**config.mk**
```make
export PLATFORM = sky130hd
export DESIGN_NAME = button_click_mode_controller
export DESIGN_NICKNAME = d
export VERILOG_FILES = /design/src/rtl/core/bcmc_pkg.sv /design/src/rtl/core/bcmc_color.sv /design/src/rtl/core/button_click_mode_controller.sv
export SDC_FILE = /design/constraint.sdc
export NUM_CORES = 1
export LEC_CHECK = 0
export ABC_AREA = 1
export BUFFER_PORTS_ARGS = -buffer_cell sky130_fd_sc_hd__buf_2
export CAP_MARGIN = 20
export CORE_MARGIN = 1.5
export CORE_UTILIZATION = 25
export CTS_CLUSTER_SIZE = 20
export DETAILED_ROUTE_END_ITERATION = 8
export PLACE_DENSITY = 0.51
export SLEW_MARGIN = 20
export SYNTH_ARGS = -nofsm -noshare
export SYNTH_HDL_FRONTEND = slang
export SYNTH_SLANG_ARGS = --single-unit
```
**constraint.sdc**
```tcl
create_clock -name aclk -period 2.75 [get_ports aclk]
set_clock_uncertainty 0.15 [all_clocks]
set_input_delay 0 -clock aclk [delete_from_list [all_inputs] [get_ports aclk]]
set_output_delay 0 -clock aclk [all_outputs]
set_load 0.05 [all_outputs]
```
**src/rtl/core/bcmc_pkg.sv**
```systemverilog
// Shared types and constants for the button click mode controller.
`default_nettype none

package bcmc_pkg;

    typedef logic [1:0] mode_t;
    typedef logic [1:0] press_t;

    // Mode codes.
    localparam mode_t MODE_OFF    = 2'd0;
    localparam mode_t MODE_SLOW   = 2'd1;
    localparam mode_t MODE_FAST   = 2'd2;
    localparam mode_t MODE_STEADY = 2'd3;

    // Press state codes.
    localparam press_t PRESS_OFF  = 2'd0;
    localparam press_t PRESS_ON   = 2'd1;
    localparam press_t PRESS_LONG = 2'd2;

    // Configuration port.
    localparam int CFG_ADDR_W = 3;
    localparam int CFG_DATA_W = 16;

    localparam logic [CFG_ADDR_W-1:0] REG_DEBOUNCE   = 3'd0;
    localparam logic [CFG_ADDR_W-1:0] REG_LONG_PRESS = 3'd1;
    localparam logic [CFG_ADDR_W-1:0] REG_DBL_CLICK  = 3'd2;
    localparam logic [CFG_ADDR_W-1:0] REG_SLOW_BLINK = 3'd3;
    localparam logic [CFG_ADDR_W-1:0] REG_FAST_BLINK = 3'd4;

    localparam logic [7:0]  DEBOUNCE_RESET   = 8'd50;
    localparam logic [15:0] LONG_PRESS_RESET = 16'd1000;
    localparam logic [15:0] DBL_CLICK_RESET  = 16'd300;
    localparam logic [15:0] SLOW_BLINK_RESET = 16'd1000;
    localparam logic [15:0] FAST_BLINK_RESET = 16'd200;

    // Color constants.
    localparam logic [8:0] HUE_RESET = 9'd356;
    localparam logic [8:0] HUE_WRAP  = 9'd360;
    localparam logic [8:0] HUE_STEP  = 9'd3;
    localparam logic [7:0] SV_RESET  = 8'd255;
    localparam logic [7:0] SV_LIMIT  = 8'd250;
    localparam logic [7:0] SV_STEP   = 8'd5;

    // Color step request from the control logic to the color registers.
    typedef struct packed {
        logic  fire;
        mode_t mode;
    } color_step_t;

endpackage

`default_nettype wire

```
**src/rtl/core/bcmc_color.sv**
```systemverilog
// Hue, saturation and value registers with their step logic.
`default_nettype none

module bcmc_color (
    input  wire                  aclk,
    input  wire                  aresetn,
    input  bcmc_pkg::color_step_t step,
    output logic [8:0]           hue,
    output logic [7:0]           sat,
    output logic [7:0]           val
);
    import bcmc_pkg::*;

    logic [8:0] hue_reg, hue_next, hue_sum;
    logic [7:0] sat_reg, sat_next;
    logic [7:0] val_reg, val_next;

    assign hue_sum = hue_reg + HUE_STEP;

    always_comb begin
        hue_next = hue_reg;
        sat_next = sat_reg;
        val_next = val_reg;
        if (step.fire) begin
            case (step.mode)
                MODE_SLOW: begin
                    hue_next = (hue_sum >= HUE_WRAP) ? hue_sum - HUE_WRAP : hue_sum;
                end
                MODE_FAST: begin
                    sat_next = (sat_reg < SV_LIMIT) ? sat_reg + SV_STEP : '0;
                end
                MODE_STEADY: begin
                    val_next = (val_reg < SV_LIMIT) ? val_reg + SV_STEP : '0;
                end
                default: begin
                end
            endcase
        end
    end

    always_ff @(posedge aclk) begin
        if (!aresetn) begin
            hue_reg <= HUE_RESET;
            sat_reg <= SV_RESET;
            val_reg <= SV_RESET;
        end else begin
            hue_reg <= hue_next;
            sat_reg <= sat_next;
            val_reg <= val_next;
        end
    end

    assign hue = hue_reg;
    assign sat = sat_reg;
    assign val = val_reg;

endmodule

`default_nettype wire

```
**src/rtl/core/button_click_mode_controller.sv**
```systemverilog
// A result is valid once the state registers have loaded its accepted input.
// Throughput: one transaction per cycle unless m_ready stalls; the input register
// and the state registers (which double as the result register) are one stage
// each. Reset (aresetn low, synchronous) restores the configuration defaults, idles
// all timers, clears the mode and LED, and sets the color to 356/255/255.
`default_nettype none

module button_click_mode_controller #(
    parameter int TIMER_BITS = 16
) (
    input  wire                                aclk,
    input  wire                                aresetn,
    input  wire                                cfg_wr_en,
    input  wire  [bcmc_pkg::CFG_ADDR_W-1:0]    cfg_addr,
    input  wire  [bcmc_pkg::CFG_DATA_W-1:0]    cfg_wdata,
    input  wire                                s_valid,
    output logic                               s_ready,
    input  wire                                s_button_level,
    input  wire                                s_adjust_strobe,
    output logic                               m_valid,
    input  wire                                m_ready,
    output logic                               m_led_out,
    output logic [1:0]                         m_mode_now,
    output logic [8:0]                         m_hue_now,
    output logic [7:0]                         m_sat_now,
    output logic [7:0]                         m_val_now,
    output logic                               m_long_held,
    output logic                               m_color_changed
);
    import bcmc_pkg::*;

    // Configuration registers.
    logic [7:0]  deb_cfg_reg;
    logic [15:0] long_cfg_reg, dbl_cfg_reg, slow_cfg_reg, fast_cfg_reg;

    // Input register.
    logic in_valid_reg, in_level_reg, in_strobe_reg;
    logic advance;

    // Control state.
    logic                  last_level_reg, last_level_next;
    logic [7:0]            deb_left_reg, deb_left_next;
    logic [TIMER_BITS-1:0] long_left_reg, long_left_next;
    logic [TIMER_BITS-1:0] dbl_left_reg, dbl_left_next;
    logic [TIMER_BITS-1:0] blink_left_reg, blink_left_next;
    press_t                press_reg, press_next;
    logic                  await_first_reg, await_first_next;
    mode_t                 mode_reg, mode_next;
    logic                  phase_reg, phase_next;
    logic                  led_reg, led_next;
    logic                  changed_reg;
    logic                  m_valid_reg;

    logic deb_fire, long_fire, dbl_fire, blink_fire;
    color_step_t color_step;

    always_ff @(posedge aclk) begin
        if (!aresetn) begin
            deb_cfg_reg  <= DEBOUNCE_RESET;
            long_cfg_reg <= LONG_PRESS_RESET;
            dbl_cfg_reg  <= DBL_CLICK_RESET;
            slow_cfg_reg <= SLOW_BLINK_RESET;
            fast_cfg_reg <= FAST_BLINK_RESET;
        end else if (cfg_wr_en) begin
            case (cfg_addr)
                REG_DEBOUNCE:   deb_cfg_reg  <= cfg_wdata[7:0];
                REG_LONG_PRESS: long_cfg_reg <= cfg_wdata;
                REG_DBL_CLICK:  dbl_cfg_reg  <= cfg_wdata;
                REG_SLOW_BLINK: slow_cfg_reg <= cfg_wdata;
                REG_FAST_BLINK: fast_cfg_reg <= cfg_wdata;
                default: begin
                end
            endcase
        end
    end

    // The tick in the input register is processed once the result slot is free.
    assign advance = in_valid_reg && (!m_valid_reg || m_ready);
    assign s_ready = !in_valid_reg || advance;

    always_ff @(posedge aclk) begin
        if (!aresetn) begin
            in_valid_reg <= 1'b0;
        end else if (s_valid && s_ready) begin
            in_valid_reg <= 1'b1;
        end else if (advance) begin
            in_valid_reg <= 1'b0;
        end
    end

    always_ff @(posedge aclk) begin
        if (s_valid && s_ready) begin
            in_level_reg  <= s_button_level;
            in_strobe_reg <= s_adjust_strobe;
        end
    end

    always_comb begin
        // Count down every running timer; reaching zero is an expiry.
        deb_left_next   = (deb_left_reg != '0) ? deb_left_reg - 1'b1 : deb_left_reg;
        long_left_next  = (long_left_reg != '0) ? long_left_reg - 1'b1 : long_left_reg;
        dbl_left_next   = (dbl_left_reg != '0) ? dbl_left_reg - 1'b1 : dbl_left_reg;
        blink_left_next = (blink_left_reg != '0) ? blink_left_reg - 1'b1 : blink_left_reg;
        deb_fire   = (deb_left_reg == 8'd1);
        long_fire  = (long_left_reg == TIMER_BITS'(1));
        dbl_fire   = (dbl_left_reg == TIMER_BITS'(1));
        blink_fire = (blink_left_reg == TIMER_BITS'(1));

        last_level_next  = last_level_reg;
        press_next       = press_reg;
        await_first_next = await_first_reg;
        mode_next        = mode_reg;
        phase_next       = phase_reg;
        led_next         = led_reg;

        if (in_level_reg != last_level_reg) begin
            last_level_next = in_level_reg;
            deb_left_next   = deb_cfg_reg;
            deb_fire        = 1'b0;
        end

        if (deb_fire) begin
            if (!in_level_reg) begin
                press_next     = PRESS_ON;
                led_next       = 1'b1;
                long_left_next = TIMER_BITS'(long_cfg_reg);
                long_fire      = 1'b0;
            end else begin
                long_left_next = '0;
                long_fire      = 1'b0;
                if (press_reg == PRESS_ON) begin
                    if (await_first_reg) begin
                        await_first_next = 1'b0;
                        dbl_left_next    = TIMER_BITS'(dbl_cfg_reg);
                        dbl_fire         = 1'b0;
                    end else begin
                        // Second click: step the mode and restart the LED pattern.
                        await_first_next = 1'b1;
                        mode_next        = mode_reg + 2'd1;
                        blink_left_next  = '0;
                        blink_fire       = 1'b0;
                        led_next         = (mode_next != MODE_OFF);
                        if (mode_next == MODE_SLOW) begin
                            blink_left_next = TIMER_BITS'(slow_cfg_reg);
                        end else if (mode_next == MODE_FAST) begin
                            blink_left_next = TIMER_BITS'(fast_cfg_reg);
                        end
                    end
                end
                press_next = PRESS_OFF;
            end
        end

        if (long_fire && !in_level_reg) begin
            press_next = PRESS_LONG;
        end

        if (dbl_fire && !await_first_next) begin
            await_first_next = 1'b1;
        end

        if (blink_fire) begin
            phase_next = ~phase_reg;
            led_next   = ~phase_reg;
            if (mode_next == MODE_SLOW) begin
                blink_left_next = TIMER_BITS'(slow_cfg_reg);
            end else if (mode_next == MODE_FAST) begin
                blink_left_next = TIMER_BITS'(fast_cfg_reg);
            end
        end

        color_step.fire = advance && in_strobe_reg && (press_next == PRESS_LONG)
                          && (mode_next != MODE_OFF);
        color_step.mode = mode_next;
    end

    always_ff @(posedge aclk) begin
        if (!aresetn) begin
            last_level_reg  <= 1'b1;
            deb_left_reg    <= '0;
            long_left_reg   <= '0;
            dbl_left_reg    <= '0;
            blink_left_reg  <= '0;
            press_reg       <= PRESS_OFF;
            await_first_reg <= 1'b1;
            mode_reg        <= MODE_OFF;
            phase_reg       <= 1'b0;
            led_reg         <= 1'b0;
            changed_reg     <= 1'b0;
        end else if (advance) begin
            last_level_reg  <= last_level_next;
            deb_left_reg    <= deb_left_next;
            long_left_reg   <= long_left_next;
            dbl_left_reg    <= dbl_left_next;
            blink_left_reg  <= blink_left_next;
            press_reg       <= press_next;
            await_first_reg <= await_first_next;
            mode_reg        <= mode_next;
            phase_reg       <= phase_next;
            led_reg         <= led_next;
            changed_reg     <= color_step.fire;
        end
    end

    always_ff @(posedge aclk) begin
        if (!aresetn) begin
            m_valid_reg <= 1'b0;
        end else if (advance) begin
            m_valid_reg <= 1'b1;
        end else if (m_ready) begin
            m_valid_reg <= 1'b0;
        end
    end

    bcmc_color u_color (
        .aclk    (aclk),
        .aresetn (aresetn),
        .step    (color_step),
        .hue     (m_hue_now),
        .sat     (m_sat_now),
        .val     (m_val_now)
    );

    // State only moves when a result is loaded, so it serves as the result register.
    assign m_valid         = m_valid_reg;
    assign m_led_out       = led_reg;
    assign m_mode_now      = mode_reg;
    assign m_long_held     = (press_reg == PRESS_LONG);
    assign m_color_changed = changed_reg;

endmodule

`default_nettype wire

```
==> flow_metrics.env <==
export IMPL_status="finished clean"
export IMPL_ant_nets=0
export IMPL_io_buffers=57
export IMPL_grt_max_degree=44
export IMPL_hold_violations=0
export IMPL_cts_tree="done"
export IMPL_max_stage_delay_ns=0.51
export IMPL_critPathArrivalTime_ns=2.70
export IMPL_p_clk_share_pct=30.6
export IMPL_cts_buffer_depth=2
export IMPL_yosys_area_share_simple_pct=28.8
export IMPL_p_int_uw=5200
export IMPL_synth_top_family_by_area="simple AND/OR/NAND/NOR gates"
export IMPL_synth_compound_area_share_pct=19.8
export IMPL_synth_xor_area_share_pct=4.56
export IMPL_drv_cap=0
export IMPL_crit_end="u_color.hue[4]"
export IMPL_start_kind="flip-flop"
export IMPL_track_usage_pct=16.1
export IMPL_switching_share_pct=38.1
export IMPL_ys_seq_area_share_pct=36.3
export IMPL_chipHeight_um=195
export IMPL_grt_overflow_total=0
export IMPL_power_uw=8400
export IMPL_synth_area_per_cell_um2=6.85
export IMPL_regToRegSetupSlack_ns=0.24
export IMPL_synth_edf_count=2
export IMPL_path_common_cell="nand2_4"
export IMPL_grt_pass1_vias=8837
export IMPL_totalWireLength_mm=30.1
export IMPL_io_pin_count=58
export IMPL_seqPwrFrac_pct=33.7
export IMPL_timing_hold_ws_ns=0.139
export IMPL_start_util_pct=25.3
export IMPL_synth_cell_type_count=49
export IMPL_hold_path_class="primary input to flip-flop"
export IMPL_worst_pin_slew_ns=0.735
export IMPL_grt_pass1_wl_mm=48.3
export IMPL_root_buffer="clkbuf_16"
export IMPL_required_ns=2.94
export IMPL_cp_top_family="simple AND/OR/NAND/NOR gates"
export IMPL_cts_buffers=17
export IMPL_globalplace_congestion=0.940
export IMPL_pwr_share_comb_pct=35.8
export IMPL_die_w_um=195
export IMPL_crit_slowest_cell="edfxtp_1"
export IMPL_reg2regPathDepth=12
export IMPL_power_density_nw_per_um2=762
export IMPL_crit_path_start="in_level_reg"
export IMPL_drc=0
export IMPL_timing_final_crit_period_ns=2.51
export IMPL_setup_slack_ns=0.240
export IMPL_setup_viol=0
export IMPL_syn_nets=1389
export IMPL_yosys_warnings=0
export IMPL_synthMuxAreaShare_pct=0
export IMPL_timing_rr_start="in_level_reg"
export IMPL_num_antenna_cells=0
export IMPL_finalCritPeriodShare_pct=91.3
export IMPL_numPlacedInstances=1841
export IMPL_rsz0062_at_grt="no"
export IMPL_clock_latency_ns=0.44
export IMPL_relSlewSlack_pct=51.0
export IMPL_finalMaxSlewViolations=0
export IMPL_path_cells="inv_2 > nand2_2 > nand2_4 > nand3_4 > clkinv_4 > nand2_2 > nand2_4 > nand2_4 > nor3_4 > o21ai_1 > nor2_1 > nor2_1"
export IMPL_rows=70
export IMPL_end_kind="flip-flop"
export IMPL_p_sw_uw=3200
export IMPL_final_nets=1476
export IMPL_netlist_area_um2=9210
export IMPL_htreeDepth=4
export IMPL_first_pass_iters=6
export IMPL_numClockSinks=166
export IMPL_ys_seq_elements=166
export IMPL_synthAdderAreaFrac_pct=2.45
export IMPL_drt_iter0_drc=549
export IMPL_dp_hpwl_mm=21.3
export IMPL_via_per_inst=4.79
export IMPL_stdcell_count=1911
export IMPL_setup_worst_path_class="flip-flop to flip-flop"
export IMPL_place_ws_ns=0.174
export IMPL_power_leakage_uw=0.00484
export IMPL_cts_clk_slew_worst_paths_ns=0.07
export IMPL_synthArstFlopShare_pct=0
export IMPL_syn2layout_area_growth_pct=19.8
export IMPL_drive_above_1_share_pct=11.2
export IMPL_cp_max_fo=13
export IMPL_critPathBufInv=2
export IMPL_synth_ff_type="dfxtp_1"
export IMPL_antenna_found_initial=1
export IMPL_wire_per_inst_um=15.7
export IMPL_vdd_ir_drop_max_uv=477
export IMPL_synth_cells=1345
export IMPL_max_clock_freq_ghz=0.398
export IMPL_r2r_end="u_color.hue[4]"
export IMPL_vias=9156
export IMPL_coreArea_um2=36400
export IMPL_worstSetupPathDepth=12
export IMPL_dieArea_um2=38000
export IMPL_finalSetupTns_ns=0
==> placed cells by master, fill, tap and decap left out, drive strengths merged, types with 18 or more instances in the layout <==
| master | n |
|---|---|
| nor3 | 20 |
| inv | 127 |
| o21ai | 142 |
| o211ai | 27 |
| dlygate4sd3 | 37 |
| xor2 | 33 |
| ha | 18 |
| a21oi | 118 |
| nand2 | 282 |
| dfxtp | 164 |
| buf | 85 |
| clkbuf | 20 |
| nand3 | 93 |
| nor2 | 183 |
==> layout make-up <==
class | count | area, µm²
Tap cell | 468 | 586
Timing Repair Buffer | 122 | 868
Clock inverter | 10 | 148
Multi-Input combinational cell | 993 | 5120
Clock buffer | 20 | 457
Fill cell | 4064 | 25400
Sequential cell | 166 | 3340
Inverter | 132 | 507
==> Yosys cell counts (15+ instances only) <==
master / instances / share of area (%)
xor2_1: 33 / 3.1
ha_1: 18 / 2.4
clkbuf_1: 43 / 1.8
inv_1: 118 / 4.8
nor2_1: 174 / 7.1
nand3_1: 89 / 4.8
xnor2_1: 15 / 1.4
nor3_1: 19 / 1.0
nand2_1: 263 / 11
o21ai_0: 131 / 7.1
a21oi_1: 117 / 6.4
o211ai_1: 26 / 2.1
dfxtp_1: 164 / 36
==> timing repair <==
action                                 CTS  global route
hold buffers                            37             0
setup endpoints to repair                0             6
endpoints found under the hold margin   90             0
gates resized for setup                  0             1
buffers inserted                         0             3
==> cells by family after synthesis <==
logic type / Yosys count
buf+inv: 186
xor+xnor: 48
fa+ha+maj: 18
compound gates: 330
simple gates: 597
flops: 166
==> power groups by stage <==
stage | Clock, µW | Sequential, µW | Combinational, µW
after floorplan | 0 | 2840 | 2290
after global placement | 0 | 2880 | 2950
after detailed placement | 0 | 2880 | 2950
after CTS | 2620 | 2830 | 3000
after global routing | 2720 | 2860 | 3450
final | 2570 | 2830 | 3000
==> how the worst min path moves through the flow <==
stage | from | end | slack (ns) | cells after the start
2_1_floorplan | s_button_level | in_level_reg | -0.05 | 0
3_5_place_dp | s_button_level | in_level_reg | 0.04 | 1
5_1_grt | s_adjust_strobe | in_strobe_reg | 0.14 | 2
3_3_place_gp | s_button_level | in_level_reg | 0.03 | 1
4_1_cts | s_adjust_strobe | in_strobe_reg | 0.11 | 2
6_report | s_adjust_strobe | in_strobe_reg | 0.14 | 2
==> stage by stage <==
step                      utilization [%]  area, µm²
after floorplan                         -       9210
after global placement               27.5      10000
after detailed placement             27.5      10000
after CTS                            30.2      11000
after global routing                 30.3      11000
final                                30.3      11000
==> worst register-to-register path: stages, from the launching register on <==
cell and delay, ns:
edfxtp_1 0.51, inv_2 0.20, nand2_2 0.09, nand2_4 0.15, nand3_4 0.19, clkinv_4 0.14, nand2_2 0.08, nand2_4 0.11
nand2_4 0.16, nor3_4 0.38, o21ai_1 0.12, nor2_1 0.11, nor2_1 0.04
==> routing by layer <==
| layer | wire length (µm) | vias up | track usage [%] |
|---|---|---|---|
| li1 | - | 4645 | - |
| met1 | 14400 | 4192 | 21.6 |
| met2 | 13100 | 271 | 25.3 |
| met3 | 1550 | 48 | 2.98 |
| met4 | 1020 | 0 | 6.83 |
| met5 | 0 | - | 0 |
Note: power is estimated with default switching activity, not from simulation.
